==> src/design/kflc_pkg.sv <==
// ----------------------------------------------------------------------------
// kflc_pkg
// Shared constants, types and helpers for the keyed free-list cache.
// ----------------------------------------------------------------------------
package kflc_pkg;

    localparam int DEPTH       = 64;
    localparam int HANDLE_BITS = 16;
    localparam int ADDR_W      = $clog2(DEPTH);
    localparam int CNT_W       = $clog2(DEPTH + 1);

    // Operation codes
    localparam logic [1:0] OP_GET   = 2'd0;
    localparam logic [1:0] OP_PUT   = 2'd1;
    localparam logic [1:0] OP_SCHED = 2'd2;

    // Register map (word index)
    localparam logic REG_CAPACITY_LIMIT = 1'b0;
    localparam logic [6:0] CAP_RESET    = 7'd64;

    typedef struct packed {
        logic [31:0]            size;
        logic                   tls;
        logic [HANDLE_BITS-1:0] hnd;
    } entry_t;

    localparam int ENTRY_W = $bits(entry_t);

    typedef struct packed {
        logic [1:0]             op;
        logic [31:0]            size;
        logic                   tls;
        logic [HANDLE_BITS-1:0] hnd;
    } cmd_t;

    typedef struct packed {
        logic        hit;
        logic [15:0] handle_out;
        logic        stored;
        logic        discard_valid;
        logic [15:0] discard_handle;
    } result_t;

    // 16-bit port handle to internal handle width
    function automatic logic [HANDLE_BITS-1:0] to_hnd(input logic [15:0] h);
        logic [31:0] t;
        t = 32'(h);
        return t[HANDLE_BITS-1:0];
    endfunction

    // internal handle to 16-bit port handle
    function automatic logic [15:0] from_hnd(input logic [HANDLE_BITS-1:0] h);
        logic [31:0] t;
        t = 32'(h);
        return t[15:0];
    endfunction

endpackage

==> src/design/keyed_free_list_cache_top.sv <==
// ----------------------------------------------------------------------------
// keyed_free_list_cache_top
// Ordered cache of free task handles keyed by stack size and TLS flag.
// ----------------------------------------------------------------------------
// One word in, one word out. A get (operation 0) walks the cache from the
// front for the first entry whose size and TLS flag match exactly, removes
// it and returns its handle; a plain return (1) stores the handle while the
// entry count is below capacity_limit, otherwise hands it back for discard;
// a scheduler return (2) evicts the front entry when full, then stores.
// Stores are ordered: a new entry goes before the first entry it dominates.
// Operation 3 produces an all-zero result and changes nothing.
// Timing: items are handled one at a time, and every walk visits one entry
// per cycle through the single read port of the entry memory. With N entries
// cached, a get or a storing plain return walks over all N entries, and a
// scheduler return that evicts makes two walks (shift-down over N entries,
// then ordered insert over N-1). A get on an empty cache, a discarding plain
// return and operation 3 skip the walk. The input is taken again as soon as
// the result sits in the output register.
// The entry memory is not cleared at reset; only slots below the count are
// ever read, so no clearing pass is needed. capacity_limit resets to 64 and
// is clamped to the memory depth internally.
// ----------------------------------------------------------------------------
module keyed_free_list_cache_top (
    input  logic        aclk,
    input  logic        aresetn,
    // input channel
    input  logic        s_valid,
    output logic        s_ready,
    input  logic [1:0]  s_operation,
    input  logic [31:0] s_stack_bytes,
    input  logic        s_wants_tls,
    input  logic [15:0] s_handle_in,
    // result channel
    output logic        m_valid,
    input  logic        m_ready,
    output logic        m_hit,
    output logic [15:0] m_handle_out,
    output logic        m_stored,
    output logic        m_discard_valid,
    output logic [15:0] m_discard_handle,
    // APB configuration port
    input  logic        psel,
    input  logic        penable,
    input  logic        pwrite,
    input  logic [2:0]  paddr,
    input  logic [31:0] pwdata,
    output logic [31:0] prdata,
    output logic        pready
);
    import kflc_pkg::*;

    logic [6:0]         cap_reg;
    logic               cfg_wr;
    logic               reg_idx;

    cmd_t               cmd;
    result_t            res;
    logic               res_valid;
    logic               res_ready;

    logic               m_valid_reg;
    result_t            out_reg;

    logic               mem_we;
    logic [ADDR_W-1:0]  mem_waddr;
    logic [ENTRY_W-1:0] mem_wdata;
    logic               mem_re;
    logic [ADDR_W-1:0]  mem_raddr;
    logic [ENTRY_W-1:0] mem_rdata;

    // --- configuration register ---------------------------------------------
    // paddr[1:0] is the byte offset; paddr[2] picks the word.
    assign pready  = 1'b1;
    assign reg_idx = paddr[2];
    assign cfg_wr  = psel && penable && pwrite && pready;

    always_ff @(posedge aclk) begin
        if (!aresetn) begin
            cap_reg <= CAP_RESET;
        end else if (cfg_wr && (reg_idx == REG_CAPACITY_LIMIT)) begin
            cap_reg <= pwdata[6:0];
        end
    end

    assign prdata = (reg_idx == REG_CAPACITY_LIMIT) ? 32'(cap_reg) : '0;

    // --- command into the sequencer -----------------------------------------
    assign cmd.op   = s_operation;
    assign cmd.size = s_stack_bytes;
    assign cmd.tls  = s_wants_tls;
    assign cmd.hnd  = to_hnd(s_handle_in);

    kflc_ctrl u_ctrl (
        .aclk           (aclk),
        .aresetn        (aresetn),
        .cmd_valid      (s_valid),
        .cmd_ready      (s_ready),
        .cmd            (cmd),
        .res_valid      (res_valid),
        .res_ready      (res_ready),
        .res            (res),
        .capacity_limit (cap_reg),
        .mem_we         (mem_we),
        .mem_waddr      (mem_waddr),
        .mem_wdata      (mem_wdata),
        .mem_re         (mem_re),
        .mem_raddr      (mem_raddr),
        .mem_rdata      (mem_rdata)
    );

    // Entry memory: size, TLS flag and handle packed in one word per slot.
    kflc_ram #(
        .WIDTH (ENTRY_W),
        .DEPTH (DEPTH)
    ) u_entry_ram (
        .aclk  (aclk),
        .we    (mem_we),
        .waddr (mem_waddr),
        .wdata (mem_wdata),
        .re    (mem_re),
        .raddr (mem_raddr),
        .rdata (mem_rdata)
    );

    // --- output register ----------------------------------------------------
    // Decouples the result channel so the sequencer can take the next word
    // while a finished one still waits downstream.
    assign res_ready = !m_valid_reg || m_ready;

    always_ff @(posedge aclk) begin
        if (!aresetn) begin
            m_valid_reg <= 1'b0;
        end else if (res_ready) begin
            m_valid_reg <= res_valid;
        end
        if (res_ready && res_valid) begin
            out_reg <= res;
        end
    end

    assign m_valid          = m_valid_reg;
    assign m_hit            = out_reg.hit;
    assign m_handle_out     = out_reg.handle_out;
    assign m_stored         = out_reg.stored;
    assign m_discard_valid  = out_reg.discard_valid;
    assign m_discard_handle = out_reg.discard_handle;

endmodule

==> src/design/kflc_ram.sv <==
// ----------------------------------------------------------------------------
// kflc_ram
// Generic simple dual-port RAM: one write port, one read port, registered read.
// ----------------------------------------------------------------------------
module kflc_ram #(
    parameter int WIDTH = 8,
    parameter int DEPTH = 16
) (
    input  logic                     aclk,
    input  logic                     we,
    input  logic [$clog2(DEPTH)-1:0] waddr,
    input  logic [WIDTH-1:0]         wdata,
    input  logic                     re,
    input  logic [$clog2(DEPTH)-1:0] raddr,
    output logic [WIDTH-1:0]         rdata
);

    logic [WIDTH-1:0] mem_reg [DEPTH];
    logic [WIDTH-1:0] rdata_reg;

    always_ff @(posedge aclk) begin
        if (we) begin
            mem_reg[waddr] <= wdata;
        end
        if (re) begin
            rdata_reg <= mem_reg[raddr];
        end
    end

    assign rdata = rdata_reg;

endmodule

==> src/design/kflc_ctrl.sv <==
// ----------------------------------------------------------------------------
// kflc_ctrl
// Sequencer that walks the entry memory: search, remove-with-shift and
// ordered insert-with-carry, one entry per cycle.
// ----------------------------------------------------------------------------
module kflc_ctrl (
    input  logic                          aclk,
    input  logic                          aresetn,
    input  logic                          cmd_valid,
    output logic                          cmd_ready,
    input  kflc_pkg::cmd_t                cmd,
    output logic                          res_valid,
    input  logic                          res_ready,
    output kflc_pkg::result_t             res,
    input  logic [6:0]                    capacity_limit,
    output logic                          mem_we,
    output logic [kflc_pkg::ADDR_W-1:0]   mem_waddr,
    output logic [kflc_pkg::ENTRY_W-1:0]  mem_wdata,
    output logic                          mem_re,
    output logic [kflc_pkg::ADDR_W-1:0]   mem_raddr,
    input  logic [kflc_pkg::ENTRY_W-1:0]  mem_rdata
);
    import kflc_pkg::*;

    localparam logic [2:0] ST_IDLE = 3'd0;
    localparam logic [2:0] ST_SCAN = 3'd1;
    localparam logic [2:0] ST_SHDN = 3'd2;
    localparam logic [2:0] ST_INS  = 3'd3;
    localparam logic [2:0] ST_DONE = 3'd4;

    logic [2:0]        state_reg,  state_next;
    cmd_t              cmd_reg,    cmd_next;
    logic [CNT_W-1:0]  cnt_reg,    cnt_next;
    logic [CNT_W-1:0]  rd_ptr_reg, rd_ptr_next;
    logic              dv_reg,     dv_next;
    logic [ADDR_W-1:0] dv_idx_reg, dv_idx_next;
    logic [ADDR_W-1:0] rm_pos_reg, rm_pos_next;
    logic              found_reg,  found_next;
    entry_t            carry_reg,  carry_next;
    result_t           res_reg,    res_next;

    logic [CNT_W-1:0]  limit;
    entry_t            rd_entry;
    entry_t            new_entry;
    logic              walking;
    logic              drained;
    logic              match;
    logic              dominates;

    // effective limit: min(capacity_limit, DEPTH)
    always_comb begin
        if (32'(capacity_limit) > 32'(DEPTH)) begin
            limit = CNT_W'(DEPTH);
        end else begin
            limit = CNT_W'(capacity_limit);
        end
    end

    assign rd_entry      = entry_t'(mem_rdata);
    assign new_entry.size = cmd_reg.size;
    assign new_entry.tls  = cmd_reg.tls;
    assign new_entry.hnd  = cmd_reg.hnd;

    assign walking   = (state_reg == ST_SCAN) || (state_reg == ST_SHDN) ||
                       (state_reg == ST_INS);
    assign mem_re    = walking && (rd_ptr_reg < cnt_reg);
    assign mem_raddr = rd_ptr_reg[ADDR_W-1:0];
    assign drained   = !dv_reg && !mem_re;

    assign match     = (rd_entry.size == cmd_reg.size) && (rd_entry.tls == cmd_reg.tls);
    assign dominates = (cmd_reg.size >= rd_entry.size) && (cmd_reg.tls || !rd_entry.tls);

    assign cmd_ready = (state_reg == ST_IDLE);
    assign res_valid = (state_reg == ST_DONE);
    assign res       = res_reg;

    always_comb begin
        state_next  = state_reg;
        cmd_next    = cmd_reg;
        cnt_next    = cnt_reg;
        rd_ptr_next = rd_ptr_reg;
        dv_next     = mem_re;
        dv_idx_next = rd_ptr_reg[ADDR_W-1:0];
        rm_pos_next = rm_pos_reg;
        found_next  = found_reg;
        carry_next  = carry_reg;
        res_next    = res_reg;
        mem_we      = 1'b0;
        mem_waddr   = '0;
        mem_wdata   = '0;

        if (mem_re) begin
            rd_ptr_next = rd_ptr_reg + CNT_W'(1);
        end

        unique case (state_reg)
            ST_IDLE: begin
                if (cmd_valid) begin
                    cmd_next    = cmd;
                    res_next    = '0;
                    rd_ptr_next = '0;
                    found_next  = 1'b0;
                    rm_pos_next = '0;
                    case (cmd.op)
                        OP_GET: begin
                            state_next = (cnt_reg == '0) ? ST_DONE : ST_SCAN;
                        end
                        OP_PUT: begin
                            if (cnt_reg < limit) begin
                                res_next.stored = 1'b1;
                                state_next      = ST_INS;
                            end else begin
                                res_next.discard_valid  = 1'b1;
                                res_next.discard_handle = from_hnd(cmd.hnd);
                                state_next              = ST_DONE;
                            end
                        end
                        OP_SCHED: begin
                            res_next.stored = 1'b1;
                            if ((cnt_reg >= limit) && (cnt_reg != '0)) begin
                                // evict the front entry first
                                res_next.discard_valid = 1'b1;
                                state_next             = ST_SHDN;
                            end else begin
                                state_next = ST_INS;
                            end
                        end
                        default: begin
                            state_next = ST_DONE;
                        end
                    endcase
                end
            end

            ST_SCAN: begin
                if (dv_reg && match) begin
                    res_next.hit        = 1'b1;
                    res_next.handle_out = from_hnd(rd_entry.hnd);
                    rm_pos_next         = dv_idx_reg;
                    state_next          = ST_SHDN;
                end else if (drained) begin
                    state_next = ST_DONE;
                end
            end

            ST_SHDN: begin
                if (dv_reg) begin
                    if (dv_idx_reg == rm_pos_reg) begin
                        // evicted front entry
                        res_next.discard_handle = from_hnd(rd_entry.hnd);
                    end else begin
                        mem_we    = 1'b1;
                        mem_waddr = dv_idx_reg - ADDR_W'(1);
                        mem_wdata = mem_rdata;
                    end
                end else if (drained) begin
                    cnt_next    = cnt_reg - CNT_W'(1);
                    rd_ptr_next = '0;
                    found_next  = 1'b0;
                    state_next  = (cmd_reg.op == OP_SCHED) ? ST_INS : ST_DONE;
                end
            end

            ST_INS: begin
                if (dv_reg) begin
                    if (found_reg) begin
                        mem_we     = 1'b1;
                        mem_waddr  = dv_idx_reg;
                        mem_wdata  = carry_reg;
                        carry_next = rd_entry;
                    end else if (dominates) begin
                        mem_we     = 1'b1;
                        mem_waddr  = dv_idx_reg;
                        mem_wdata  = new_entry;
                        carry_next = rd_entry;
                        found_next = 1'b1;
                    end
                end else if (drained) begin
                    // tail write: displaced entry, or the new one at the back
                    mem_we     = 1'b1;
                    mem_waddr  = cnt_reg[ADDR_W-1:0];
                    mem_wdata  = found_reg ? carry_reg : new_entry;
                    cnt_next   = cnt_reg + CNT_W'(1);
                    state_next = ST_DONE;
                end
            end

            ST_DONE: begin
                if (res_ready) begin
                    state_next = ST_IDLE;
                end
            end

            default: begin
                state_next = ST_IDLE;
            end
        endcase
    end

    always_ff @(posedge aclk) begin
        if (!aresetn) begin
            state_reg <= ST_IDLE;
            cnt_reg   <= '0;
            dv_reg    <= 1'b0;
        end else begin
            state_reg <= state_next;
            cnt_reg   <= cnt_next;
            dv_reg    <= dv_next;
        end
        cmd_reg    <= cmd_next;
        rd_ptr_reg <= rd_ptr_next;
        dv_idx_reg <= dv_idx_next;
        rm_pos_reg <= rm_pos_next;
        found_reg  <= found_next;
        carry_reg  <= carry_next;
        res_reg    <= res_next;
    end

endmodule

==> config.mk <==
export PLATFORM = sky130hd
export DESIGN_NAME = keyed_free_list_cache_top
export DESIGN_NICKNAME = d
export VERILOG_FILES = /design/src/design/kflc_pkg.sv /design/src/design/keyed_free_list_cache_top.sv /design/src/design/kflc_ram.sv /design/src/design/kflc_ctrl.sv
export SDC_FILE = /design/constraint.sdc
export NUM_CORES = 2
export LEC_CHECK = 0
export BUFFER_PORTS_ARGS = -buffer_cell sky130_fd_sc_hd__buf_2
export CAP_MARGIN = 20
export CELL_PAD_IN_SITES_DETAIL_PLACEMENT = 1
export CELL_PAD_IN_SITES_GLOBAL_PLACEMENT = 1
export CORE_ASPECT_RATIO = 0.5
export CORE_MARGIN = 1.5
export CORE_UTILIZATION = 40
export CTS_CLUSTER_DIAMETER = 40
export CTS_CLUSTER_SIZE = 12
export DETAILED_ROUTE_END_ITERATION = 16
export PLACE_DENSITY_LB_ADDON = 0.25
export SLEW_MARGIN = 20
export SYNTH_ARGS = -nofsm -noshare
export SYNTH_HDL_FRONTEND = slang
export SYNTH_HIERARCHICAL = 1
export SYNTH_SLANG_ARGS = --single-unit
export TNS_END_PERCENT = 20
==> constraint.sdc <==
create_clock -name aclk -period 10.11 [get_ports aclk]
set_input_delay 1.5165 -clock aclk [delete_from_list [all_inputs] [get_ports aclk]]
set_output_delay 1.5165 -clock aclk [all_outputs]
set_load 0.01 [all_outputs]
# Word level (Yosys, flattened, before mapping)
# Memories as Yosys holds them, arrays and structs flattened. A register that Yosys moved wholly into a read port is not among the register bits.
# Cells that the tools add are included.
totals:
  regBits: 209
  mem_bits_rw: 3136
  inputBits: 93
  out_inout_bits: 70
  word_cells: 161
  memories: 1
memory_table:
  columns: ["memory", "depth", "width", "read_ports", "rd_ports_with_merged_regs", "wr", "line_no", "source"]
  rows:
  - ["u_entry_ram.mem_reg", 64, 49, 1, 1, 1, "kflc_ram.sv:18", "logic [WIDTH-1:0] mem_reg [DEPTH];"]
classes:
  addsub: 4
  n_lt_le_gt_ge: 5
  eq_ne: 20
  muxes: 70
  n_bitwise: 1
  n_reduce_logical: 34
op_table:
  columns: ["op", "count"]
  rows:
  - ["$mux 49", 9]
  - ["$pmux 49 s2", 1]
  - ["$mux 7", 10]
  - ["$mux 16", 3]
  - ["$mux 6", 8]
  - ["$mux 35", 1]
  - ["$mux 17", 2]
  - ["$pmux 17 s2", 1]
  - ["$eq 32x32->1", 1]
  - ["$ge 32x32->1", 1]
  - ["$pmux 16 s2", 1]
  - ["$mux 3", 10]
  - ["$pmux 7 s2", 2]
  - ["$pmux 6 s2", 2]
  - ["$mux 1", 15]
  - ["$pmux 3 s5", 1]
  - ["$reduce_and 5->1", 3]
  - ["$add 7x1->7 const B", 2]
  - ["$lt 7x7->1", 2]
  - ["$logic_and 1x1->1", 10]
  - ["$ne 2x1->1 const B", 5]
  - ["$ne 2x2->1 const B", 5]
  - ["$pmux 3 s3", 1]
  - ["$reduce_bool 2->1", 4]
  - ["other kinds (25)", 34]

# Longest topological paths before layout
logic_depth:
  ltp_word: 11
  depth_mapped: 15
  depth_no_buf: 12

# Cells and area by module
# Netlist, hierarchy kept.
by_module_without_submodules:
  columns: ["module", "n_inst", "cells_per_inst", "area_each_um2", "seq_area_each_um2"]
  rows:
  - ["kflc_ram", 1, 5283, 120475.5, 95641.7]
  - ["kflc_ctrl", 1, 739, 9021.2, 4744.6]
  - ["keyed_free_list_cache_top", 1, 106, 1652.8, 1211.2]

# Worst setup path before layout
# No wires, ideal clock.
synth_path:
  path_kind: "flip-flop to flip-flop"
  start: "register u_entry_ram.rdata_reg[46], in the netlist u_entry_ram/rdata[46], read port of u_entry_ram.mem_reg"
  end: "memory u_entry_ram/mem_reg[48][0] in the netlist's numbering, enable pin"
  setup_ns: 0.516
  arrival_ns: 8.041
  required_time_ns: 9.594
  path_slack_ns: 1.553
  path_stages_with_launch: 12
  path_buffers: 1
  period_less_slack_ns: 8.557
  cell_sequence: "edfxtp_1 -> inv_1 -> ha_1 -> nand4_1 -> nor4_1 -> and3_1 -> a2111oi_4 -> nor3_2 -> a221o_1 -> clkbuf_1 -> nand4b_1 -> nor3_1"
synth_via:
  word_cells_on_any_way: 12
  cone_classes: "order compare: 1; mux: 10; reduce/logical: 1"
synth_rtl:
  columns: ["element", "line_no", "source"]
  rows:
  - ["start: declaration", "kflc_ram.sv:19", "logic [WIDTH-1:0] rdata_reg;"]
  - ["$ge 32x32->1", "kflc_ctrl.sv:71", "assign dominates = (cmd_reg.size >= rd_entry.size) && (cmd_reg.tls || !rd_entry.tls);"]
  - ["$logic_and 1x1->1", "kflc_ctrl.sv:71", null]
  - ["$mux 6", "kflc_ctrl.sv:171", "end else if (dominates) begin"]
  - ["$mux 6", "kflc_ctrl.sv:166", "if (found_reg) begin"]
  - ["$mux 6", "kflc_ctrl.sv:165", "if (dv_reg) begin"]
  - ["$pmux 6 s2", "kflc_ctrl.sv:96", "unique case (state_reg)"]
  - ["named net mem_waddr[5]", "keyed_free_list_cache_top.sv:65", "logic [ADDR_W-1:0] mem_waddr;"]
  - ["end: declaration", "kflc_ram.sv:18", null]
# The timed path passes the listed nets, and every way through them passes these cells.

# Worst setup path after layout
layout_path:
  start: "register u_entry_ram.rdata_reg[38], in the netlist u_entry_ram/rdata[38], read port of u_entry_ram.mem_reg"
  end: "memory u_entry_ram/mem_reg[30][13] in the netlist's numbering, enable pin"
layout_via:
  elab_chain_cells: 8
  word_cells_on_any_way: 12
  cone_classes: "order compare: 1; mux: 10; reduce/logical: 1"
layout_lines:
  columns: ["element", "line_no", "source"]
  rows:
  - ["$ge 32x32->1", "kflc_ctrl.sv:71", null]
  - ["$logic_and 1x1->1", "kflc_ctrl.sv:71", null]
  - ["$mux 1", "kflc_ctrl.sv:171", null]
  - ["$mux 1", "kflc_ctrl.sv:166", null]
  - ["$mux 1", "kflc_ctrl.sv:165", null]
  - ["$pmux 1 s2", "kflc_ctrl.sv:96", null]
  - ["named net mem_we", "keyed_free_list_cache_top.sv:64", "logic mem_we;"]
  - ["$mux 1", "kflc_ram.sv:22", "if (we) begin"]
  - ["$mux 1 (implied by the code)", "kflc_ram.sv:23", "mem_reg[waddr] <= wdata;"]
# The timed path passes the listed nets, and every way through them passes these cells.

==> flow_summary.toml <==
[layout]
drive_gt1_frac = 0.266
fin_area_mm2 = 0.149
final_cells = 11000
fin_util = 0.459
regArea_mm2 = 0.102
multiInputGateArea_mm2 = 0.0282
largest_reg_flops = 3136
nets = 6608
syn2layout_area_growth_pct = 13.9
fillers = 29400

[power_and_ir_drop]
ir_drop_uv = 152
cellPowerDensity_mw_per_mm2 = 204
clkPwrFrac = 0.433
combPwrFrac = 0.059
netSwitchingPower_mw = 6.65
swShare = 0.218
internal-power_mw = 23.8
leakage_nw = 39.2
seqPwrFrac = 0.508

[critical_path]
setup.worst_path.start_class = "register"
crit_slowest_cell = "nor2_4"
crit_end = "u_entry_ram/mem_reg[30][13]"
worstRegToRegCells = 13
timing.rr.end = "u_entry_ram/mem_reg[30][13]"
reg2reg_from = "u_entry_ram/rdata[38]"
crit_top_cell = "buf_4"
critPathArrivalTime_ps = 7420
required_ps = 10660
path_depth = 13
worstPathMaxFanout = 50
path_buf_inv = 3
regToRegSetupSlack_ps = 3240
end_kind = "register"
crit_family = "simple AND/OR/NAND/NOR gates"
critPathLaunch = "u_entry_ram/rdata[38]"
cpPeakStageDelay_ps = 1120
criticalPathCategory = "reg -> reg"
worstPathCellList = "inv_1 > ha_1 > nand4_1 > nor4_1 > and3_1 > a2111oi_4 > nor3_4 > buf_4 > or3_1 > nor2b_1 > nand3_1 > nor2_4 > buf_4"

[routing]
drc = 0
final_antenna_net_count = 0
wl_per_cell_um = 32.6
drt-total-wl_um = 360000
initialDrtViolationCount = 6952
routed_via_density = 5.97
vias = 65800
drt_first_pass_iters = 6

[clock_tree]
htree_levels = 5
root_buffer = "clkbuf_16"
clock_sinks = 3394
clk_latency_ps = 920
cts_setup_buffers = 0
cts_hold_buf = 0
path_clk_slew_ps = 60
clockBufferDepth = 4
cts_resized = 0
cts_inserted_buffers = 378
cts_tree = "built"

[sta]
grt_setup_unrepaired = "false"
period_share = 0.679
worst_pin_slew_ps = 1220
finalClockSkew_ps = 66.0
max_freq_mhz = 146
finalSetupViolations = 0
final.setup.tns_ps = 0
hold_viol = 0
holdWs_ps = 414
slew_violations = 0
slew_headroom = 0.182
period_needed_ps = 6870

[floorplanning]
boundaryPins = 163
rows = 148
core_area_mm2 = 0.326
initial_utilization = 0.403
die_width_um = 813
dieArea_mm2 = 0.332
die_h_um = 408

[global_route]
grt_pass1_vias = 68500
grt_pass1_wl_um = 516000
track_usage = 0.215
grt.overflow.total = 0
antenna_found_initial = 16
grt_max_degree = 120

[placed_design]
post_dp_cell_area_mm2 = 0.138
io_buffers = 109
dp.final_hpwl_um = 205000
placedCellCount = 10400
gp_congestion = 0.839

[run]
drv_cap = 0

[status]
status = "complete, no violations"

[synthesis]
synth-seq-cells = 3394
netlist_instances = 6128
seq_area_frac_synth = 0.775
ys.flop_type = "edfxtp_1"
synth_edf_count = 3362
avgSynthCellArea_um2 = 21.4
ys_async_sr_fraction = 0
syn_area_mm2 = 0.131
yosysWarningCount = 6
synth.distinct_cells = 62

[worst_hold_path]
hp-class = "reg -> reg"
hold_depth = 0
-- how the worst min path moves through the flow --
stage                      endpoint  slack (ps)                  from
2_1_floorplan  u_ctrl/dv_idx_reg[5]         390  u_ctrl/rd_ptr_reg[5]
3_3_place_gp                  m_hit         410        u_ctrl/res[34]
3_5_place_dp        m_handle_out[3]         410        u_ctrl/res[21]
4_1_cts         m_discard_handle[7]         420         u_ctrl/res[7]
5_1_grt         m_discard_handle[7]         420         u_ctrl/res[7]
6_report        m_discard_handle[7]         410         u_ctrl/res[7]
-- power by group through the flow --
stage	Sequential, mW	Combinational, mW	Clock [mW]
floorplan	15.8	1.38	0
global placement	15.8	1.79	0
detailed placement	15.8	1.81	0
CTS	15.5	1.82	13.4
global route	15.5	1.92	13.9
finish	15.5	1.79	13.2
-- layer usage --
layer | share of wire | wire length (um) | vias up | global-route usage
li1 | - | - | 26500 | -
met5 | 0.000056 | 20 | - | 0
met4 | 0.024 | 8490 | 4 | 0.0525
met2 | 0.47 | 170000 | 2579 | 0.339
met3 | 0.067 | 24100 | 499 | 0.0311
met1 | 0.44 | 157000 | 36300 | 0.318
-- layout make-up --
cell class	instances	area share
tap	4350	0.0364
clock inverter	164	0.0122
antenna	1	0.0000168
timing repair buffer	309	0.0151
inverter	59	0.00149
sequential	3394	0.680
clock buffer	434	0.0656
multi-input combinational	2315	0.189
-- placed cells by master, fill, tap and decap left out, types with 15 or more instances in the layout --
| master | n |
|---|---|
| edfxtp_1 | 3362 |
| mux4_2 | 743 |
| clkbuf_16 | 383 |
| nand2_1 | 221 |
| buf_4 | 184 |
| buf_2 | 109 |
| mux2i_1 | 97 |
| nand3_1 | 96 |
| a22oi_1 | 96 |
| nand4_1 | 91 |
| o22ai_1 | 85 |
| o221ai_1 | 78 |
| a21oi_1 | 74 |
| nor2_4 | 65 |
| ha_1 | 57 |
| inv_1 | 55 |
| and2_1 | 53 |
| clkbuf_1 | 49 |
| nor4b_1 | 49 |
| mux2_2 | 47 |
| nor2_1 | 42 |
| and3_1 | 41 |
| a211oi_1 | 41 |
| nor2b_1 | 37 |
| clkinv_1 | 36 |
| a221o_2 | 33 |
| clkinv_2 | 31 |
| bufinv_16 | 29 |
| dfxtp_1 | 27 |
| conb_1 | 26 |
| inv_6 | 23 |
| a311oi_1 | 23 |
| o21ai_0 | 22 |
| clkinv_4 | 21 |
| a22o_1 | 18 |
| clkinvlp_4 | 17 |
| a221o_4 | 16 |
| nand2b_1 | 15 |
| buf_12 | 15 |
-- through the flow --
step | power, mW | setup WS [ps]
5_1_grt | 31.3 | 2980
4_1_cts | 30.8 | 3360
3_3_place_gp | 17.6 | 3510
3_5_place_dp | 17.6 | 3400
6_report | 30.5 | 3240
2_1_floorplan | 17.1 | 1550
-- Yosys cell counts, types with 53 or more instances --
cell type	count	area [um^2]
buf_4	73	548
a22oi_1	96	721
o221ai_1	78	683
inv_1	56	210
mux2i_1	97	971
and2_1	53	332
clkbuf_1	170	638
a221o_1	63	631
nand3_1	96	480
o22ai_1	85	532
a21oi_1	74	370
edfxtp_1	3362	101000
nor2_1	108	405
buf_2	90	450
nand2_1	226	848
nand4_1	91	569
ha_1	57	713
mux4_2	743	16700
-- cell families (layout without fill, tap and decap cells) --
logic type      count (synthesis)  count (layout)  synth area share
flops                        3394            3394             0.775
mux                           887             887             0.139
simple gates                  785             785            0.0313
compound gates                538             538            0.0308
buf+inv                       443             966            0.0171
fa+ha+maj                      58              58           0.00559
xor+xnor                       21              21           0.00140
other cells                     2              27         0.0000573
Power figures use the tool's default switching activity.
